`config.mk`:
```
export PLATFORM = sky130hd
export DESIGN_NAME = joystick_event_classifier
export DESIGN_NICKNAME = d
export VERILOG_FILES = /design/src/hdl/jec_pkg.sv /design/src/hdl/joystick_event_classifier.sv
export SDC_FILE = /design/constraint.sdc
export NUM_CORES = 1
export LEC_CHECK = 0
export BUFFER_PORTS_ARGS = -buffer_cell sky130_fd_sc_hd__buf_2
export CORE_MARGIN = 2
export CORE_UTILIZATION = 46
export CTS_BUF_LIST = sky130_fd_sc_hd__clkbuf_16
export DETAILED_ROUTE_END_ITERATION = 16
export HOLD_SLACK_MARGIN = 0.02
export SYNTH_ARGS = -nofsm -noshare
export SYNTH_HDL_FRONTEND = slang
export SYNTH_SLANG_ARGS = --single-unit
```
`constraint.sdc`:
```
create_clock -name i_clk -period 7.9 [get_ports i_clk]
set_clock_uncertainty 0.15 [all_clocks]
set_input_delay 1.185 -clock i_clk [delete_from_list [all_inputs] [get_ports i_clk]]
set_output_delay 1.185 -clock i_clk [all_outputs]
set_load 0.05 [all_outputs]
```
`src/hdl/jec_pkg.sv`:
```
package jec_pkg;

    localparam int AXIS_WIDTH = 16;
    localparam int TIME_WIDTH = 32;

    localparam int THR_W      = 15;
    localparam int MSEC_W     = 16;
    localparam int CFG_DATA_W = 16;
    localparam int CFG_IDX_W  = 3;
    localparam int EVENT_W    = 3;

    // Width used when an axis magnitude is compared with a threshold.
    localparam int MAG_W = AXIS_WIDTH - 1;
    localparam int CMP_W = (MAG_W > THR_W) ? MAG_W : THR_W;

    localparam logic [THR_W-1:0]  ENTER_RESET   = THR_W'(700);
    localparam logic [THR_W-1:0]  RELEASE_RESET = THR_W'(350);
    localparam logic [MSEC_W-1:0] HOLD_RESET    = MSEC_W'(850);
    localparam logic [MSEC_W-1:0] POLL_RESET    = MSEC_W'(20);

    typedef enum logic [EVENT_W-1:0] {
        EV_NONE  = 3'd0,
        EV_HOLD  = 3'd1,
        EV_CLICK = 3'd2,
        EV_RIGHT = 3'd3,
        EV_LEFT  = 3'd4,
        EV_UP    = 3'd5,
        EV_DOWN  = 3'd6
    } t_event;

    typedef enum logic [CFG_IDX_W-1:0] {
        REG_DEVICE_PRESENT = 3'd0,
        REG_ENTER_THR      = 3'd1,
        REG_RELEASE_THR    = 3'd2,
        REG_HOLD_TIME      = 3'd3,
        REG_POLL_INTERVAL  = 3'd4
    } t_reg_idx;

endpackage

```
`src/hdl/joystick_event_classifier.sv`:
```
// Channel   Direction  Handshake                 Payload
// -------   ---------  ------------------------  ---------------------------------------------
// in        input      i_in_valid / o_in_ready   i_now_ms, i_read_ok, i_axis_x, i_axis_y,
//                                                i_button_level
// out       output     o_out_valid / i_out_ready o_event_code
// cfg       input      i_cfg_we (no handshake)   i_cfg_index, i_cfg_data
//
// Each sample word is captured in the input register and is then classified
// combinationally into the result register; one word is accepted every cycle while the
// output is not stalled. The tracking state updates at the same edge that loads the result.
// Reset is synchronous and active low; it clears the valid flags and the tracking state
// and restores the register defaults. When the output is stalled, the input register
// still accepts a word if it is empty, then holds it until the result register drains.
module joystick_event_classifier
    import jec_pkg::*;
(
    input  logic                         i_clk,
    input  logic                         i_rst_n,

    input  logic                         i_in_valid,
    output logic                         o_in_ready,
    input  logic [TIME_WIDTH-1:0]        i_now_ms,
    input  logic                         i_read_ok,
    input  logic signed [AXIS_WIDTH-1:0] i_axis_x,
    input  logic signed [AXIS_WIDTH-1:0] i_axis_y,
    input  logic                         i_button_level,

    output logic                         o_out_valid,
    input  logic                         i_out_ready,
    output logic [EVENT_W-1:0]           o_event_code,

    input  logic                         i_cfg_we,
    input  logic [CFG_IDX_W-1:0]         i_cfg_index,
    input  logic [CFG_DATA_W-1:0]        i_cfg_data
);

    // Configuration registers.
    logic              r_device_present;
    logic [THR_W-1:0]  r_enter_thr;
    logic [THR_W-1:0]  r_release_thr;
    logic [MSEC_W-1:0] r_hold_time;
    logic [MSEC_W-1:0] r_poll_interval;

    // Input register.
    logic                         r_in_vld;
    logic [TIME_WIDTH-1:0]        r_now_ms;
    logic                         r_read_ok;
    logic signed [AXIS_WIDTH-1:0] r_axis_x;
    logic signed [AXIS_WIDTH-1:0] r_axis_y;
    logic                         r_button_level;

    // Result register.
    logic   r_out_vld;
    t_event r_out_code;

    // Tracking state and its next values.
    logic [TIME_WIDTH-1:0] r_last_ms,       n_last_ms;
    logic [TIME_WIDTH-1:0] r_press_start,   n_press_start;
    logic                  r_was_pressed,   n_was_pressed;
    logic                  r_hold_reported, n_hold_reported;
    t_event                r_active_dir,    n_active_dir;
    t_event                n_code;

    logic w_adv;
    logic w_fire;

    // Magnitude of a signed axis value; the most negative value saturates to full scale.
    function automatic logic [MAG_W-1:0] axis_mag(input logic signed [AXIS_WIDTH-1:0] v);
        logic [AXIS_WIDTH-1:0] neg;
        neg = -v;
        if (!v[AXIS_WIDTH-1]) begin
            return v[MAG_W-1:0];
        end else if (neg[AXIS_WIDTH-1]) begin
            return {MAG_W{1'b1}};
        end else begin
            return neg[MAG_W-1:0];
        end
    endfunction

    // The result register drains or is empty, so the input register may move forward.
    assign w_adv       = !r_out_vld || i_out_ready;
    assign w_fire      = r_in_vld && w_adv;
    assign o_in_ready  = !r_in_vld || w_adv;
    assign o_out_valid = r_out_vld;
    assign o_event_code = r_out_code;

    always_ff @(posedge i_clk) begin
        if (!i_rst_n) begin
            r_device_present <= 1'b0;
            r_enter_thr      <= ENTER_RESET;
            r_release_thr    <= RELEASE_RESET;
            r_hold_time      <= HOLD_RESET;
            r_poll_interval  <= POLL_RESET;
        end else if (i_cfg_we) begin
            unique case (i_cfg_index)
                REG_DEVICE_PRESENT: r_device_present <= i_cfg_data[0];
                REG_ENTER_THR:      r_enter_thr      <= i_cfg_data[THR_W-1:0];
                REG_RELEASE_THR:    r_release_thr    <= i_cfg_data[THR_W-1:0];
                REG_HOLD_TIME:      r_hold_time      <= i_cfg_data[MSEC_W-1:0];
                REG_POLL_INTERVAL:  r_poll_interval  <= i_cfg_data[MSEC_W-1:0];
                default: ;
            endcase
        end
    end

    always_ff @(posedge i_clk) begin
        if (!i_rst_n) begin
            r_in_vld <= 1'b0;
        end else if (o_in_ready) begin
            r_in_vld <= i_in_valid;
        end
    end

    always_ff @(posedge i_clk) begin
        if (i_in_valid && o_in_ready) begin
            r_now_ms       <= i_now_ms;
            r_read_ok      <= i_read_ok;
            r_axis_x       <= i_axis_x;
            r_axis_y       <= i_axis_y;
            r_button_level <= i_button_level;
        end
    end

    always_ff @(posedge i_clk) begin
        if (!i_rst_n) begin
            r_out_vld <= 1'b0;
        end else if (w_adv) begin
            r_out_vld <= r_in_vld;
        end
    end

    always_ff @(posedge i_clk) begin
        if (w_fire) begin
            r_out_code <= n_code;
        end
    end

    always_ff @(posedge i_clk) begin
        if (!i_rst_n) begin
            r_last_ms       <= '0;
            r_press_start   <= '0;
            r_was_pressed   <= 1'b0;
            r_hold_reported <= 1'b0;
            r_active_dir    <= EV_NONE;
        end else if (w_fire) begin
            r_last_ms       <= n_last_ms;
            r_press_start   <= n_press_start;
            r_was_pressed   <= n_was_pressed;
            r_hold_reported <= n_hold_reported;
            r_active_dir    <= n_active_dir;
        end
    end

    // Classification of the word in the input register.
    always_comb begin
        logic                  pressed;
        logic [TIME_WIDTH-1:0] since_last;
        logic [TIME_WIDTH-1:0] held_for;
        logic [CMP_W-1:0]      mag_x;
        logic [CMP_W-1:0]      mag_y;
        logic [CMP_W-1:0]      enter_thr;
        logic [CMP_W-1:0]      release_thr;
        logic                  x_pos;
        logic                  y_pos;

        n_last_ms       = r_last_ms;
        n_press_start   = r_press_start;
        n_was_pressed   = r_was_pressed;
        n_hold_reported = r_hold_reported;
        n_active_dir    = r_active_dir;
        n_code          = EV_NONE;

        pressed     = !r_button_level;
        since_last  = r_now_ms - r_last_ms;
        mag_x       = CMP_W'(axis_mag(r_axis_x));
        mag_y       = CMP_W'(axis_mag(r_axis_y));
        enter_thr   = CMP_W'(r_enter_thr);
        release_thr = CMP_W'(r_release_thr);
        x_pos       = !r_axis_x[AXIS_WIDTH-1] && (r_axis_x != '0);
        y_pos       = !r_axis_y[AXIS_WIDTH-1] && (r_axis_y != '0);

        // A new press edge restarts the hold timer; below, the restart is undone unless the sample is due and read.
        if (pressed && !r_was_pressed) begin
            n_press_start   = r_now_ms;
            n_hold_reported = 1'b0;
        end
        held_for = r_now_ms - n_press_start;

        if (r_device_present && (since_last >= TIME_WIDTH'(r_poll_interval))) begin
            // A sample in its slot counts as taken even when the read failed.
            n_last_ms = r_now_ms;
            if (!r_read_ok) begin
                n_press_start   = r_press_start;
                n_hold_reported = r_hold_reported;
            end else if (pressed && !n_hold_reported &&
                         (held_for >= TIME_WIDTH'(r_hold_time))) begin
                // Hold fires once per press and skips the direction logic.
                n_hold_reported = 1'b1;
                n_was_pressed   = 1'b1;
                n_code          = EV_HOLD;
            end else if (!pressed && r_was_pressed && !n_hold_reported) begin
                n_was_pressed = 1'b0;
                n_code        = EV_CLICK;
            end else begin
                n_was_pressed = pressed;
                if (r_active_dir != EV_NONE) begin
                    // Latched direction re-arms only once both axes return near center.
                    if ((mag_x <= release_thr) && (mag_y <= release_thr)) begin
                        n_active_dir = EV_NONE;
                    end
                end else if ((mag_x >= enter_thr) || (mag_y >= enter_thr)) begin
                    // The larger axis wins and X takes ties.
                    if (mag_x >= mag_y) begin
                        n_active_dir = x_pos ? EV_RIGHT : EV_LEFT;
                    end else begin
                        n_active_dir = y_pos ? EV_UP : EV_DOWN;
                    end
                    n_code = n_active_dir;
                end
            end
        end else begin
            n_press_start   = r_press_start;
            n_hold_reported = r_hold_reported;
        end
    end

    // With no joystick present every sample must classify as no event.
    a_absent_none: assert property (@(posedge i_clk) disable iff (!i_rst_n)
        (w_fire && !r_device_present) |=> (r_out_code == EV_NONE))
        else $error("event reported while no device is present");

    // A direction event leaves that direction latched.
    a_dir_latched: assert property (@(posedge i_clk) disable iff (!i_rst_n)
        (w_fire && (n_code == EV_RIGHT || n_code == EV_LEFT ||
                    n_code == EV_UP || n_code == EV_DOWN))
        |=> (r_active_dir == r_out_code))
        else $error("direction event without latched direction");

    // A hold event marks the press as held and reported.
    a_hold_marks: assert property (@(posedge i_clk) disable iff (!i_rst_n)
        (w_fire && (n_code == EV_HOLD)) |=> (r_hold_reported && r_was_pressed))
        else $error("hold event did not update button state");

    // The result register is only overwritten while it drains or is empty.
    a_no_overwrite: assert property (@(posedge i_clk) disable iff (!i_rst_n)
        (r_out_vld && !i_out_ready) |=> (r_out_vld && $stable(r_out_code)))
        else $error("pending result lost under stall");

endmodule
```
==> metrics.txt, run 1 <==
max cap viols 0; Async SR Flop Fraction 0%; Tcrit/Tclk final 78.9%; Area Overhead vs Synth 10.2%; largest net degree at the start of global routing 92; Placer Congestion 0.974; final hold violation count 0; n_diodes 0; status completed; PortBufs between 90 and 100; Synth Area in XOR/XNOR between 4 and 5%; GRT Overall Usage 24.8%; P_int between 0.0015 and 0.002 W; routed vias/inst 5.69; Pre-Repair DR Iteration Count 5; family with the most delay on the worst path simple AND/OR/NAND/NOR gates; Hold Path Class reg2reg; post-layout min period 6230 ps; IO Pins 95; critical path class reg2reg; Clock transition at path regs approximately 60 ps; Seq pwr share 40.4%; critical path data arrival time between 6000 and 7000 ps; Compound-Gate Fraction of Synth Area a little under a quarter; combinational power share roughly 22%; Mean Syn Cell Area 8.29 um^2; DRC errors left 0; die area 34000 um^2; CTS buffer count 24; CP bufs+invs 2; Die Wd about 180 um; count of final setup violators 0; Startpoint Class register; Switching Share approximately 30%; Clock Power Share between 30% and 40%; Syn Inst Count ~1800; first-pass GRT wire length 66500 um; Synth Warn # 0; worst-path fanout max 28; hold depth 2; adder-cell share of the synthesized area approximately 14%; Post-synth EDFFs 69; cts repair resizes 0; Post-CTS Setup Bufs 0; H-Tree Depth 1; Worst-Margin Slew roughly 970 ps; Slowest-stage cell, CP nor2_4; Net Sw Power 0.000859 W; Mapped Nets between 2000 and 2500; CP Cell Sequence nor2_4, buf_4, nor2_1, inv_1, ha_1, a21oi_2, o211a_1, nor2_1, xnor2_1, ha_1, a21o_1, a2111oi_0, o31a_1, nor3_1, nor4_1, o211ai_1, a2111o_1, or4_4, o31ai_4, and3_1, mux2i_1; share of cells above drive strength 1 under 10%; power per standard cell area about 170 nW/um^2; relative slew slack between 30% and 40%; synthesized area ~15000 um^2; drt wl/cell 18.1 um; CTS tree yes; Max Fclk ~160 MHz; setup tns final 0 ps; Worst VDD drop 173 uV; Via Count approximately 13000; WP data required approximately 8200 ps; cells on worst reg2reg path 21; multiplexer share of the synthesized area 2.95%; critical path capture point type register; clock tree root buffer cell clkbuf_16; hold_buf cts 0; Most used DFF post-synth dfxtp_1; RSZ-0062 raised after global routing no; Placeable Area between 30000 and 40000 um^2; grt total ovfl 0; DP Worst Slack ~1700 ps; Rows 66; Final WS setup ~1700 ps; post-route ant nets 0; final core utilization approximately half; Detail Placement HPWL about 33000 um; vias in the first global route between 10000 and 15000; overall power approximately 0.0029 W; Post-Synth Simple-Gate Area 18.9%; DR iter-0 viols between 1000 and 1500; count of final max-slew check failures 0; #FFs+latches synth between 200 and 250; Num Clock Sinks between 200 and 250; Worst path depth 21; Die H 184 um; CTS Buffer Depth 3; Initial Util 46.4%; initial antenna violation count 0; Routed WL around 42000 um; largest family of logic cells by synthesized area compound AO/OA/AOI/OAI gates; CP max stage delay 590 ps; Unique masters post-synth 91; Clock Latency Late Sink approximately 540 ps; post-synthesis sequential area ratio roughly a third; Static Leak 6.56 nW; r2r setup slk 1670 ps; fin nets between 2000 and 2500
==> cells in the final DEF, fill, tap and decap left out, drive strengths merged, types with 35 or more instances in the layout <==
master	count
buf	102
xor2	40
edfxtp	69
a21boi	53
ha	161
inv	143
o21ai	96
dfxtp	134
nor2b	35
a21oi	128
nor2	103
mux2i	43
nand2	270
o211ai	39
==> flip-flops by register name, summed over array words and instances, names as in the netlist <==
name and flops:
r_hold_time 16, r_last_ms 32, r_button_level 1, r_in_vld 1
r_was_pressed 1, r_active_dir 3, r_enter_thr 15, r_axis_x 16
o_event_code 3, r_device_present 1, r_release_thr 15, r_now_ms 32
r_hold_reported 1, r_poll_interval 16, r_press_start 32, o_out_valid 1
r_read_ok 1, r_axis_y 16
==> path summary, 6_finish.rpt <==
| check | to | start |
|---|---|---|
| hold reg to reg | r_active_dir[0]$_SDFFE_PN0P_ | r_active_dir[0]$_SDFFE_PN0P_ |
| setup / recovery | r_active_dir[2]$_SDFFE_PN0P_ | r_button_level$_DFFE_PP_ |
| hold / removal | r_active_dir[0]$_SDFFE_PN0P_ | r_active_dir[0]$_SDFFE_PN0P_ |
| setup reg to reg | r_active_dir[2]$_SDFFE_PN0P_ | r_button_level$_DFFE_PP_ |
==> cells by family (layout without fill, tap and decap cells) <==
logic type,after synthesis,in the layout
adders and majority gates,165,165
and+or+nand+nor,593,593
buffers and inverters,214,284
muxes,44,44
xor gates and xnor gates,68,68
AOI/OAI and AO/OA,518,518
DFF,203,203
==> power by group through the flow <==
stage	Sequential, W	Combinational [W]	Clock, W
after global placement	0.00118	0.000597	0
after floorplan	0.00116	0.000442	0
final	0.00115	0.000613	0.00109
after global routing	0.00116	0.000688	0.00115
after CTS	0.00115	0.000608	0.00111
after detailed placement	0.00118	0.000605	0
==> metal layers <==
metal	GRT usage (%)	wire length [um]	part of all wire, %
met1	38.8	21800	52
met2	36.0	16800	40
met3	3.28	2480	5.9
met4	4.54	780	1.9
met5	0	0	0
==> area by class of cell <==
| type | count | area (um^2) |
|---|---|---|
| Fill cell | 3096 | 15800 |
| Multi-Input combinational cell | 1388 | 9370 |
| Sequential cell | 203 | 4750 |
| Clock buffer | 25 | 626 |
| Tap cell | 442 | 553 |
| Timing Repair Buffer | 102 | 531 |
| Inverter | 138 | 518 |
| Clock inverter | 19 | 144 |
==> worst register-to-register path, cell delays in order, from the launching register on <==
cell and delay, ps:
edfxtp_1 490, nor2_4 590, buf_4 410, nor2_1 110
inv_1 70, ha_1 160, a21oi_2 50, o211a_1 320
nor2_1 290, xnor2_1 220, ha_1 320, a21o_1 190
a2111oi_0 390, o31a_1 210, nor3_1 60, nor4_1 230
o211ai_1 130, a2111o_1 400, or4_4 520, o31ai_4 310
and3_1 310, mux2i_1 220
==> cell usage after synthesis, drive strengths merged, types with 9 or more instances <==
cell type,count,area share [%]
nand2,270,6.8
ha,161,13
inv,138,3.5
dfxtp,134,18
a21oi,128,4.3
nor2,103,2.6
o21ai,96,3.2
edfxtp,69,14
clkbuf,55,1.4
a21boi,53,2.7
mux2i,43,2.9
xor2,40,2.3
o211ai,39,2.0
nor2b,35,1.5
a211oi,34,1.7
a21o,34,1.7
nand4,30,1.3
o21a,28,1.4
xnor2,28,1.7
nor3,26,0.90
nand3,25,0.84
buf,21,0.82
nand2b,20,0.85
a31oi,15,0.63
nor4,14,0.79
o31ai,14,0.79
or3,12,0.53
and2,11,0.46
o21bai,11,0.55
and3,9,0.41
==> through the flow <==
step,cell area (um^2),std cells,hold WS (ps)
finish,16500,2317,314
floorplan,15000,1805,284
CTS,16500,2317,315
detailed placement,15700,2273,307
global route,16500,2317,343
global placement,15700,2273,293
Note: power is estimated with default switching activity, not from simulation.
==> run 2: changes to the inputs <==
--- a/config.mk
+++ b/config.mk
@@ -11,6 +11,7 @@
 export CTS_BUF_LIST = sky130_fd_sc_hd__clkbuf_16
 export DETAILED_ROUTE_END_ITERATION = 16
 export HOLD_SLACK_MARGIN = 0.02
+export PLACE_DENSITY = 0.66
 export SYNTH_ARGS = -nofsm -noshare
 export SYNTH_HDL_FRONTEND = slang
 export SYNTH_SLANG_ARGS = --single-unit
==> constraint.sdc (replaced) <==
create_clock -name i_clk -period 5.58 [get_ports i_clk]
set_clock_uncertainty 0.15 [all_clocks]
set_input_delay 0.837 -clock i_clk [delete_from_list [all_inputs] [get_ports i_clk]]
set_output_delay 0.837 -clock i_clk [all_outputs]
set_load 0.05 [all_outputs]
==> run 2 against run 1 <==
  * Critical path depth grew 3
  * Flip-flop and latch count stayed put
  * Via count increased by 2.5%
  * Utilization is 1.7 points higher
  * Highest routed layer unchanged
==> metrics.txt, run 2 (synthesis results as in run 1) <==
status completed; Pre-Repair DR Iteration Count 5 (unchanged); Initial Util 46.4% (unchanged); Max Fclk 181 MHz (+13%); Routed WL 42500 um (+1.4%); Worst-Margin Slew 942 ps (-24.4 ps); Static Leak 6.82 nW (+4.0%); Detail Placement HPWL 33600 um (+1.9%); largest registers r_last_ms x32, r_now_ms x32, r_press_start x32; Hold Path Class reg2reg; Net Sw Power 0.00125 W (+45%); DR iter-0 viols 930 (-22%); critical path class reg2reg; combinational power share 22.4% (+0.9 points); max cap viols 0 (unchanged); Die H 184 um (unchanged); post-layout min period 5520 ps (-710 ps); Cells after DPL 2315 (+1.8%); Clock transition at path regs 60 ps (about the same); CTS buffer count 25 (+4.2%); die area 34000 um^2 (unchanged); drt wl/cell 17.9 um (-0.85%); count of final setup violators 0 (unchanged); P_int 0.00289 W (+45%); DP Worst Slack -61.1 ps (-1800 ps); Clock Power Share 38.3% (+0.2 points); Switching Share 30.2% (+0.097 points); Clock Latency Late Sink 540 ps (about the same); largest net degree at the start of global routing 92 (unchanged); worst-path fanout max 4 (-86%); n_diodes 0 (unchanged); H-Tree Depth 1 (unchanged); critical path capture point type register; first-pass GRT wire length 66800 um (+0.46%); Post-Place Cell Area 16100 um^2 (+2.2%); design area 17100 um^2 (+3.4%); fin nets 2161 (+2.5%); routed vias/inst 5.70 (+0.20%); RSZ-0062 raised after global routing yes; critical path data arrival time 5830 ps (-710 ps); Placeable Area 32300 um^2 (unchanged); overall power 0.00414 W (+45%); count of final max-slew check failures 0 (unchanged); Placer Congestion 0.941 (-3.4%); Seq pwr share 39.3% (-1.1 points); final hold violation count 0 (unchanged); relative slew slack 37.2% (+1.8 points); CTS tree yes; Final Non-Filler Cells 2370 (+2.3%); power per standard cell area 243 nW/um^2 (+40%); share of cells above drive strength 1 12.4% (+3.4 points); Tcrit/Tclk final 98.9% (+20 points); Die Wd 184 um (unchanged); Rows 66 (unchanged); WP data required 5890 ps (-2320 ps); most frequent cells in the layout nand2_1 (269), ha_1 (159), inv_1 (141); IO Pins 95 (unchanged); clock tree root buffer cell clkbuf_16; Area Overhead vs Synth 13.9%; post-route ant nets 0 (unchanged); grt total ovfl 0 (unchanged); DRC errors left 0 (unchanged); Worst VDD drop 258 uV (+49%); GRT Overall Usage 24.8% (about the same); commonest non-fill, non-tap cell in the layout nand2_1; Final WS setup 59.1 ps (-1610 ps); CTS Buffer Depth 3 (unchanged); Num Clock Sinks 203 (unchanged); vias in the first global route 12400 (+2.2%); setup tns final 0 ps (unchanged); Startpoint Class register; PortBufs 94 (unchanged); Via Count 13500 (+2.5%); initial antenna violation count 0 (unchanged)
[run 2: final timing paths]
path | from | end | slack [ps] | cells after the start
max | r_button_level$_DFFE_PP_ | r_active_dir[0]$_SDFFE_PN0P_ | 60 | 24
min | r_active_dir[0]$_SDFFE_PN0P_ | r_active_dir[0]$_SDFFE_PN0P_ | 310 | 2
max reg2reg | r_button_level$_DFFE_PP_ | r_active_dir[0]$_SDFFE_PN0P_ | 60 | 24
min reg2reg | r_active_dir[0]$_SDFFE_PN0P_ | r_active_dir[0]$_SDFFE_PN0P_ | 310 | 2
[run 2: worst max-delay path: stages, from the launching register on]
cell and delay (ps):
edfxtp_1 400, or2_4 300, o21ai_4 180, ha_4 170
inv_2 40, o211ai_1 70, o22ai_1 120, or3_4 420
o21ai_4 170, and2_4 170, a21oi_2 40, o21bai_1 160
a21oi_1 160, xnor2_1 100, ha_1 310, and4_1 200
a22oi_1 160, nand4_1 110, nor4_2 260, o211ai_1 140
a2111o_1 300, or4_4 510, o31ai_4 360, and3_4 280
mux2i_1 170
[run 2: area by class of cell]
| cell class | instances | area, um^2 |
|---|---|---|
| Clock buffer | 27 | 676 |
| Clock inverter | 19 | 139 |
| Fill cell | 3092 | 15200 |
| Inverter | 138 | 518 |
| Multi-Input combinational cell | 1388 | 9470 |
| Sequential cell | 203 | 4750 |
| Tap cell | 442 | 553 |
| Timing Repair Buffer | 153 | 938 |
[run 2: through the flow]
stage / utilization (%) / hold WS (ps)
finish: 52.8 / 309
CTS: 52.4 / 289
global route: 52.8 / 300
detailed placement: 49.8 / 307
global placement: 49.8 / 292
floorplan: - / 284
[run 2: what timing repair did]
item | 4_1_cts | 5_1_grt
pin swaps | 0 | 22
resized for setup | 4 | 17
setup buffers | 0 | 9
endpoints found under the setup margin | 5 | 12
hold buffers | 0 | 0
[run 2: power by group through the flow]
stage               sequential (W)  clock (W)  combinational, W
CTS                        0.00162    0.00162          0.000903
global route               0.00163    0.00168           0.00104
global placement           0.00165          0          0.000879
detailed placement         0.00165          0          0.000897
floorplan                  0.00164          0          0.000627
finish                     0.00162    0.00158          0.000928
[run 2: routing by layer]
metal	global-route usage, %	routed length, um	vias to the layer above
met3	3.16	2350	57
met2	36.8	17900	382
met4	5.47	797	0
li1	-	-	6680
met5	0	0	-
met1	37.8	21500	6401
